[src/rtl/core/apc_pkg.sv]
// package for the pulse channel: widths, register indexes, tables
// no dependencies
package apc_pkg;

   localparam int FRAC_BITS_DEF = 16;
   localparam int STEP_W        = 24;

   typedef enum logic [2:0] {
      REG_DUTY   = 3'd0,
      REG_SWEEP  = 3'd1,
      REG_PLO    = 3'd2,
      REG_PHI    = 3'd3,
      REG_ENABLE = 3'd4
   } reg_index_type;

   typedef enum logic [1:0] {
      ST_IDLE,
      ST_DIV,
      ST_DONE
   } state_type;

   function automatic logic [7:0] length_lookup(input logic [4:0] i);
      logic [7:0] r;
      case (i)
         5'd0:  r = 8'd10;  5'd1:  r = 8'd254; 5'd2:  r = 8'd20;  5'd3:  r = 8'd2;
         5'd4:  r = 8'd40;  5'd5:  r = 8'd4;   5'd6:  r = 8'd80;  5'd7:  r = 8'd6;
         5'd8:  r = 8'd160; 5'd9:  r = 8'd8;   5'd10: r = 8'd60;  5'd11: r = 8'd10;
         5'd12: r = 8'd14;  5'd13: r = 8'd12;  5'd14: r = 8'd26;  5'd15: r = 8'd14;
         5'd16: r = 8'd12;  5'd17: r = 8'd16;  5'd18: r = 8'd24;  5'd19: r = 8'd18;
         5'd20: r = 8'd48;  5'd21: r = 8'd20;  5'd22: r = 8'd96;  5'd23: r = 8'd22;
         5'd24: r = 8'd192; 5'd25: r = 8'd24;  5'd26: r = 8'd72;  5'd27: r = 8'd26;
         5'd28: r = 8'd16;  5'd29: r = 8'd28;  5'd30: r = 8'd32;  default: r = 8'd30;
      endcase
      return r;
   endfunction

   function automatic logic [7:0] duty_lookup(input logic [1:0] i);
      logic [7:0] r;
      case (i)
         2'd0:    r = 8'b00000001;
         2'd1:    r = 8'b00000011;
         2'd2:    r = 8'b00001111;
         default: r = 8'b11111100;
      endcase
      return r;
   endfunction

endpackage

[src/rtl/core/apc_if.sv]
// valid/ready channel interfaces for the pulse channel
// no dependencies
interface apc_req_if;
   logic       valid;
   logic       ready;
   logic       req_type;
   logic [2:0] reg_index;
   logic [7:0] reg_value;
   logic       quarter_frame;
   logic       half_frame;
   modport source (output valid, req_type, reg_index, reg_value, quarter_frame, half_frame,
                   input ready);
   modport sink (input valid, req_type, reg_index, reg_value, quarter_frame, half_frame,
                 output ready);
endinterface

interface apc_rsp_if;
   logic       valid;
   logic       ready;
   logic [3:0] sample_level;
   modport source (output valid, sample_level, input ready);
   modport sink (input valid, sample_level, output ready);
endinterface

[src/rtl/core/apu_pulse_channel.sv]
// pulse channel top level: register decode, envelope, sweep, length, phase
// depends on apc_pkg and the channel interfaces in apc_if.sv
//
// Usage: req carries one word per register write or per sample tick. A write
// gives no rsp word. A tick gives exactly one rsp word carrying sample_level.
// csr_we/csr_wdata load the per-sample clock step; the user must assert them
// only while no tick is in work, as the block itself does not enforce it.
// Steps of a tick: envelope/sweep/length are done at the accepting edge,
// then the phase quotient is found by a restoring subtract-and-shift
// unit, one quotient bit a cycle for 12+FRAC_BITS+1 bits (29 at the default),
// then ST_DONE loads the output register once it is free and rsp_valid rises.
// Throughput: writes one a cycle while no tick is in work; a tick is taken
// only when the last one's result is loaded, as req_ready is low from the
// accepting edge until then.
// If the receiver stalls, the result holds in rsp until taken; the next tick
// may still run its division and then waits in its last step, keeping
// req_ready low, until the output register is free.
// Reset zeroes the step register and channel state, but not the divider or out_ff.
module apu_pulse_channel
   import apc_pkg::*;
#(
   parameter int FRAC_BITS = FRAC_BITS_DEF
) (
   input  logic              clock,
   input  logic              reset,
   input  logic              csr_we,
   input  logic [STEP_W-1:0] csr_wdata,
   apc_req_if.sink           req,
   apc_rsp_if.source         rsp
);

   localparam int PW = 11 + FRAC_BITS;
   localparam int TW = 12 + FRAC_BITS;
   localparam int SW = TW + 1;
   localparam int CW = $clog2(SW + 1);
   localparam logic [PW-1:0] PMAX = {11'h7ff, {FRAC_BITS{1'b0}}};

   state_type state_ff, state_in;
   logic [STEP_W-1:0] step_ff;
   logic [7:0] duty_ff;
   logic env_const_ff, env_loop_ff, env_start_ff;
   logic [3:0] env_vol_ff, env_div_ff, env_decay_ff;
   logic [7:0] sweep_ff;
   logic [2:0] sweep_div_ff;
   logic [PW-1:0] period_ff;
   logic [TW-1:0] accum_ff;
   logic [7:0] len_ff;
   logic [2:0] phase_ff;
   logic [SW-1:0] dividend_ff;
   logic [PW-1:0] rem_ff;
   logic [2:0] quot_ff;
   logic [CW-1:0] cnt_ff;
   logic [3:0] vol_ff;
   logic [3:0] out_ff;
   logic out_valid_ff;

   logic accept;
   logic done_go;
   assign req.ready = (state_ff == ST_IDLE);
   assign accept = req.valid && req.ready;
   assign done_go = (state_ff == ST_DONE) && (!out_valid_ff || rsp.ready);
   assign rsp.valid = out_valid_ff;
   assign rsp.sample_level = out_ff;

   always_comb begin
      state_in = state_ff;
      case (state_ff)
         ST_IDLE: if (accept && req.req_type) state_in = ST_DIV;
         ST_DIV:  if (cnt_ff == CW'(SW - 1)) state_in = ST_DONE;
         ST_DONE: if (!out_valid_ff || rsp.ready) state_in = ST_IDLE;
         default: state_in = ST_IDLE;
      endcase
   end

   // tick front end, combinational from current state
   logic env_start_n;
   logic [3:0] env_div_n, env_decay_n, vol_n;
   logic [2:0] sweep_div_n;
   logic [PW-1:0] period_n, change, target;
   logic [PW:0] tgt_full;
   logic over;
   logic gate;
   logic [7:0] len_n;
   always_comb begin
      env_start_n = env_start_ff;
      env_div_n = env_div_ff;
      env_decay_n = env_decay_ff;
      if (req.quarter_frame) begin
         if (env_start_ff) begin
            env_start_n = 1'b0;
            env_decay_n = 4'd15;
            env_div_n = env_vol_ff;
         end else if (env_div_ff != 4'd0) begin
            env_div_n = env_div_ff - 4'd1;
         end else begin
            env_div_n = env_vol_ff;
            if (env_decay_ff != 4'd0) env_decay_n = env_decay_ff - 4'd1;
            else if (env_loop_ff) env_decay_n = 4'd15;
         end
      end
      vol_n = env_const_ff ? env_vol_ff : env_decay_n;
      gate = 1'b1;
      sweep_div_n = sweep_div_ff;
      period_n = period_ff;
      change = period_ff >> sweep_ff[2:0];
      if (sweep_ff[3]) tgt_full = {1'b0, period_ff - change};
      else tgt_full = {1'b0, period_ff} + {1'b0, change};
      over = (tgt_full >= {1'b0, PMAX});
      target = over ? PMAX : tgt_full[PW-1:0];
      if (sweep_ff[7] && req.half_frame) begin
         if (sweep_div_ff < sweep_ff[6:4]) begin
            sweep_div_n = sweep_div_ff + 3'd1;
         end else begin
            sweep_div_n = 3'd0;
            if (over) gate = 1'b0;
            period_n = target;
         end
      end
      len_n = len_ff;
      if (req.half_frame && !env_loop_ff && len_ff != 8'd0) len_n = len_ff - 8'd1;
      if (!gate || period_n[PW-1:FRAC_BITS] < 11'd8 || len_n == 8'd0) vol_n = 4'd0;
   end

   logic [PW+1:0] trial;
   assign trial = {1'b0, rem_ff, dividend_ff[SW-1]} - {2'b00, period_ff};

   logic [SW-1:0] dsum;
   assign dsum = {1'b0, accum_ff} + SW'(step_ff);

   logic [2:0] phase_sum, phase_sel;
   assign phase_sum = phase_ff + quot_ff;
   assign phase_sel = (period_ff != '0) ? phase_sum : phase_ff;

   always_ff @(posedge clock) begin
      if (reset) begin
         state_ff <= ST_IDLE;
         out_valid_ff <= 1'b0;
         step_ff <= '0;
         duty_ff <= '0;
         env_const_ff <= 1'b0;
         env_loop_ff <= 1'b0;
         env_start_ff <= 1'b0;
         env_vol_ff <= '0;
         env_div_ff <= '0;
         env_decay_ff <= '0;
         sweep_ff <= '0;
         sweep_div_ff <= '0;
         period_ff <= '0;
         accum_ff <= '0;
         len_ff <= '0;
         phase_ff <= '0;
      end else begin
         state_ff <= state_in;
         if (csr_we) step_ff <= csr_wdata;
         if (done_go) out_valid_ff <= 1'b1;
         else if (rsp.valid && rsp.ready) out_valid_ff <= 1'b0;
         if (accept && !req.req_type) begin
            case (req.reg_index)
               REG_DUTY: begin
                  duty_ff <= duty_lookup(req.reg_value[7:6]);
                  env_const_ff <= req.reg_value[4];
                  env_loop_ff <= req.reg_value[5];
                  env_vol_ff <= req.reg_value[3:0];
                  env_start_ff <= !req.reg_value[4];
                  if (!req.reg_value[4]) env_div_ff <= req.reg_value[3:0];
               end
               REG_SWEEP: begin
                  sweep_ff <= req.reg_value;
                  sweep_div_ff <= 3'd0;
               end
               REG_PLO: period_ff[FRAC_BITS+7:FRAC_BITS] <= req.reg_value;
               REG_PHI: begin
                  period_ff[PW-1:FRAC_BITS+8] <= req.reg_value[2:0];
                  accum_ff <= '0;
                  len_ff <= length_lookup(req.reg_value[7:3]);
                  phase_ff <= 3'd0;
               end
               REG_ENABLE: if (!req.reg_value[0]) len_ff <= 8'd0;
               default: ;
            endcase
         end
         if (accept && req.req_type) begin
            env_start_ff <= env_start_n;
            env_div_ff <= env_div_n;
            env_decay_ff <= env_decay_n;
            sweep_div_ff <= sweep_div_n;
            period_ff <= period_n;
            len_ff <= len_n;
         end
         if (done_go) begin
            if (period_ff != '0) begin
               accum_ff <= {1'b0, rem_ff};
               phase_ff <= phase_sum;
            end else begin
               accum_ff <= dsum[TW-1:0];
            end
            out_ff <= duty_ff[phase_sel] ? vol_ff : 4'd0;
         end
      end
   end

   // restoring divider, one quotient bit a cycle
   always_ff @(posedge clock) begin
      if (accept && req.req_type) begin
         vol_ff <= vol_n;
         dividend_ff <= dsum;
         rem_ff <= '0;
         quot_ff <= '0;
         cnt_ff <= '0;
      end else if (state_ff == ST_DIV) begin
         cnt_ff <= cnt_ff + CW'(1);
         dividend_ff <= {dividend_ff[SW-2:0], 1'b0};
         if (!trial[PW+1]) begin
            rem_ff <= trial[PW-1:0];
            quot_ff <= {quot_ff[1:0], 1'b1};
         end else begin
            rem_ff <= {rem_ff[PW-2:0], dividend_ff[SW-1]};
            quot_ff <= {quot_ff[1:0], 1'b0};
         end
      end
   end

endmodule

[src/flat_wrapper.sv]
// flat-port wrapper written by rule: the top's interface ports become plain ports
module apu_pulse_channel_flat import apc_pkg::*;
#(
   parameter int FRAC_BITS = FRAC_BITS_DEF
)
  (clock, reset, csr_we, csr_wdata, req_valid, req_req_type, req_reg_index, req_reg_value, req_quarter_frame, req_half_frame, req_ready, rsp_valid, rsp_sample_level, rsp_ready);
  apc_req_if req_i ();
  apc_rsp_if rsp_i ();
  input  logic clock;
  input  logic reset;
  input  logic csr_we;
  input  logic [STEP_W-1:0] csr_wdata;
  input wire logic [$bits(req_i.valid)-1:0] req_valid;
  input wire logic [$bits(req_i.req_type)-1:0] req_req_type;
  input wire logic [$bits(req_i.reg_index)-1:0] req_reg_index;
  input wire logic [$bits(req_i.reg_value)-1:0] req_reg_value;
  input wire logic [$bits(req_i.quarter_frame)-1:0] req_quarter_frame;
  input wire logic [$bits(req_i.half_frame)-1:0] req_half_frame;
  output wire logic [$bits(req_i.ready)-1:0] req_ready;
  output wire logic [$bits(rsp_i.valid)-1:0] rsp_valid;
  output wire logic [$bits(rsp_i.sample_level)-1:0] rsp_sample_level;
  input wire logic [$bits(rsp_i.ready)-1:0] rsp_ready;
  assign req_i.valid = req_valid;
  assign req_i.req_type = req_req_type;
  assign req_i.reg_index = req_reg_index;
  assign req_i.reg_value = req_reg_value;
  assign req_i.quarter_frame = req_quarter_frame;
  assign req_i.half_frame = req_half_frame;
  assign req_ready = req_i.ready;
  assign rsp_valid = rsp_i.valid;
  assign rsp_sample_level = rsp_i.sample_level;
  assign rsp_i.ready = rsp_ready;
  apu_pulse_channel #(.FRAC_BITS(FRAC_BITS)) u_core (.clock(clock), .reset(reset), .csr_we(csr_we), .csr_wdata(csr_wdata), .req(req_i), .rsp(rsp_i));
endmodule
[config.mk]
export PLATFORM = sky130hd
export DESIGN_NAME = apu_pulse_channel_flat
export DESIGN_NICKNAME = d
export VERILOG_FILES = /design/src/rtl/core/apc_pkg.sv /design/src/rtl/core/apc_if.sv /design/src/rtl/core/apu_pulse_channel.sv /design/src/flat_wrapper.sv
export SDC_FILE = /design/constraint.sdc
export NUM_CORES = 1
export LEC_CHECK = 0
export ABC_AREA = 1
export BUFFER_PORTS_ARGS = -buffer_cell sky130_fd_sc_hd__buf_2
export CAP_MARGIN = 25
export CELL_PAD_IN_SITES_DETAIL_PLACEMENT = 0
export CELL_PAD_IN_SITES_GLOBAL_PLACEMENT = 1
export CORE_UTILIZATION = 49
export CTS_CLUSTER_DIAMETER = 50
export DETAILED_ROUTE_END_ITERATION = 7
export HOLD_SLACK_MARGIN = 0.08
export PLACE_DENSITY_LB_ADDON = 0.25
export RECOVER_POWER = 50
export SYNTH_ARGS = -nofsm -noshare
export SYNTH_HDL_FRONTEND = slang
export SYNTH_SLANG_ARGS = --single-unit
[constraint.sdc]
create_clock -name clock -period 6.65 [get_ports clock]
set_input_delay 1.33 -clock clock [delete_from_list [all_inputs] [get_ports clock]]
set_output_delay 1.33 -clock clock [all_outputs]
set_load 0.1 [all_outputs]
==> metrics <==
outcome finished with violations; failing checks max-capacitance violations, max-slew violations; Setup CP Type primary input to flip-flop; Hold WC Path Type flip-flop to flip-flop; routed wl met2 22600 microns; Seq/Total Area, Yosys 25.8%; Worst-path clk slew 0.08 ns; clock buffer depth 2; DR iter-0 viols 1341; multi-input logic area 10400 sq um; CTS tree built; clock share of power 24.8%; vias per inst 5.43; Yosys Warn Count 0; number of hold buffers added after CTS 0; Initial Util 50.3%; # placed instances 3077; Via Count 16900; LEAKAGE 9.00 nW; Synth Instances 2658; Cell Area, Synth 16500 sq um; Slew @ Worst Pin 2.62 ns; final core occ 53.7%; largest net degree at the start of global routing 99; Final nets 2828; Final Hold Viols 0; TNS Setup 0 ns; Max Slew Vio Count 158; antenna violations before repair 1; die footprint 34500 sq um; # port buffers 48; DP Area 17100 sq um; routed len/inst 16.0 microns; Synth-to-Final Area Change 6.76%; post-cts gate resize count 0; Ports 49; CP Max Fanout 53; die span in x 186 microns; vias in the first global route 15600; # clock sinks 195; Switch Pwr 1.81 mW; Final period util 80.6%; Skew-Pair Late Insertion Delay 0.47 ns; highest metal used met5; total gr overflow 0; final cell count without fillers 3109; maximum clock frequency 187 MHz; clk root buf clkbuf_16; htree depth 4; Fillers 3468; antenna diode count 0; Hold Crit Endpoint u_core.cnt_ff[3]; Worst IR Drop VDD 204 uV; M1 WL 23300 microns; DIE HEIGHT 186 microns; min setup slack post-route 1.29 ns; combinational power share 41.4%; Worst Hold Slack 0.452 ns; Post-Synthesis Net Count 2832; critical path launch point type primary input; Finished Cell Area 17700 sq um; met3 wire len 2470 microns; Slew headroom -74.6%; first-pass GRT wire length 79400 microns; Most used DFF post-synth dfxtp_1; all-layer global routing usage 29.4%; Critical Path RT 7.05 ns; Final setup viols 0; Pre-antenna DRT Iters 6; Post-route DRC 0; number of flops mapped to enable cells by yosys 37; Pwr Total 4.29 mW; Seq pwr share 33.7%; synthesized area per cell 6.22 sq um; worst path arrival time 5.76 ns; WHS Path Cells 1; total CTS buffers 17; reg-to-reg startpoint u_core.state_ff[1]; R2R cell count 10; Min Clock Period, post-route 5.36 ns; Synth Register Bits 195; # Post-CTS Setup Buffers 0; HP Start u_core.cnt_ff[3]; CP Capture Type flip-flop; final wirelength 49800 microns; GP Congestion 0.962; maxcap violations 4; Register Area 4270 sq um; FP Rows 66; unrepaired setup endpoints after global routing no; R2R Setup Slk 1.62 ns; pre-CTS setup slack 1.89 ns; Core Area 32900 sq um; Yosys cell types 58; ANT nets after route 0; HPWL after DPL 39200 microns; Sw Ratio 42.1%; share of cells above drive strength 1 5.44%; reg-to-reg endpoint u_core.env_div_ff[2]; clock skew 0.0133 ns; Int Pwr 2.48 mW; pwr dens 243 nW/um^2; FFs w/ async S/R, synth 0%
## worst max-delay path, cell delays in order
cell and delay, ns:
buf_2 0.07, nand2_1 0.17, nor2_1 1.29, clkbuf_1 1.93, a21oi_1 0.28, inv_1 0.13
nand2_1 0.13, inv_1 0.14, o21ai_0 0.08, a31oi_1 0.19
## cell families after synthesis
kind of cell	Yosys count	synth area share, %
and+or+nand+nor	1208	30.0
AOI/OAI and AO/OA	578	19.7
buffers and inverters	490	11.3
DFF	195	25.8
adders and majority gates	131	10.1
xor gates and xnor gates	48	2.54
muxes	8	0.484
## metal layers
layer	up-vias	global-route usage, %
li1	8656	-
met1	7728	39.1
met4	2	10.1
met3	77	3.95
met2	433	48.8
met5	-	0
## power by group through the flow
stage,Sequential (mW),Clock (mW),Combinational [mW]
floorplan,1.42,0,1.36
global placement,1.47,0,1.73
detailed placement,1.47,0,1.76
CTS,1.44,1.08,1.77
global route,1.46,1.13,2.02
finish,1.45,1.07,1.78
## worst max path at each step
stage | from | to | slack [ns] | depth (start not counted)
5_1_grt | req_valid | u_core.env_div_ff[1] | 0.93 | 8
3_3_place_gp | u_core.sweep_ff[1] | u_core.vol_ff[2] | 2.02 | 23
4_1_cts | u_core.sweep_ff[1] | u_core.vol_ff[2] | 1.87 | 23
6_report | req_valid | u_core.env_div_ff[2] | 1.29 | 10
3_5_place_dp | u_core.sweep_ff[1] | u_core.vol_ff[2] | 1.89 | 23
2_1_floorplan | u_core.state_ff[1] | u_core.rem_ff[2] | 2.69 | 8
## cell type report
cell class              count  share of cell area, %
multi-input cells        1973                   58.9
well taps                 442                   3.13
inverters                 403                   8.59
clock inverters            14                  0.858
clock buffers              18                   2.43
repair buffers             64                   1.91
flip-flops and latches    195                   24.2
## state kept, by name, summed over array words and instances (netlist names), 5 cells and up
register            count
u_core.len_ff           8
u_core.cnt_ff           5
u_core.rem_ff          27
u_core.period_ff       27
u_core.dividend_ff     29
u_core.accum_ff        28
u_core.step_ff         24
u_core.sweep_ff         8
## synthesized netlist by cell type (4+ instances only)
library cell	number	share of area, %
o21a_1	10	0.45
nand3b_1	5	0.23
mux2i_1	8	0.48
a221oi_1	14	0.74
nand4_1	33	1.2
nor2_2	11	0.42
a21oi_1	178	5.4
or2_2	19	0.72
clkinv_1	6	0.14
buf_2	19	0.58
clkbuf_1	61	1.4
nand2_1	758	17
a31oi_1	43	1.6
nand3_1	91	2.8
a22oi_1	7	0.32
ha_1	126	9.5
xor2_1	36	1.9
o221ai_1	6	0.32
nor2_1	240	5.4
o22ai_1	8	0.30
a211oi_1	8	0.36
inv_1	380	8.6
o211ai_1	31	1.4
o21bai_1	8	0.36
buf_1	6	0.14
dfxtp_1	158	19
o21ai_1	6	0.18
o21ai_0	241	7.3
inv_2	16	0.36
nor3_1	23	0.70
nor4_1	9	0.34
nand2_2	5	0.19
fa_1	5	0.61
nor3_2	4	0.24
edfxtp_1	37	6.7
xnor2_1	12	0.64
a21o_1	4	0.18
## cell usage in the layout (no fill, tap or decap), drive strengths merged, types with 31 or more instances in the layout
cell / instances
edfxtp: 37
inv: 401
o21ai: 247
a21oi: 178
dfxtp: 158
buf: 54
o211ai: 31
ha: 126
nand2: 763
nor2: 252
nand4: 33
a31oi: 43
nand3: 92
xor2: 36
(Power assumes the default switching activity.)
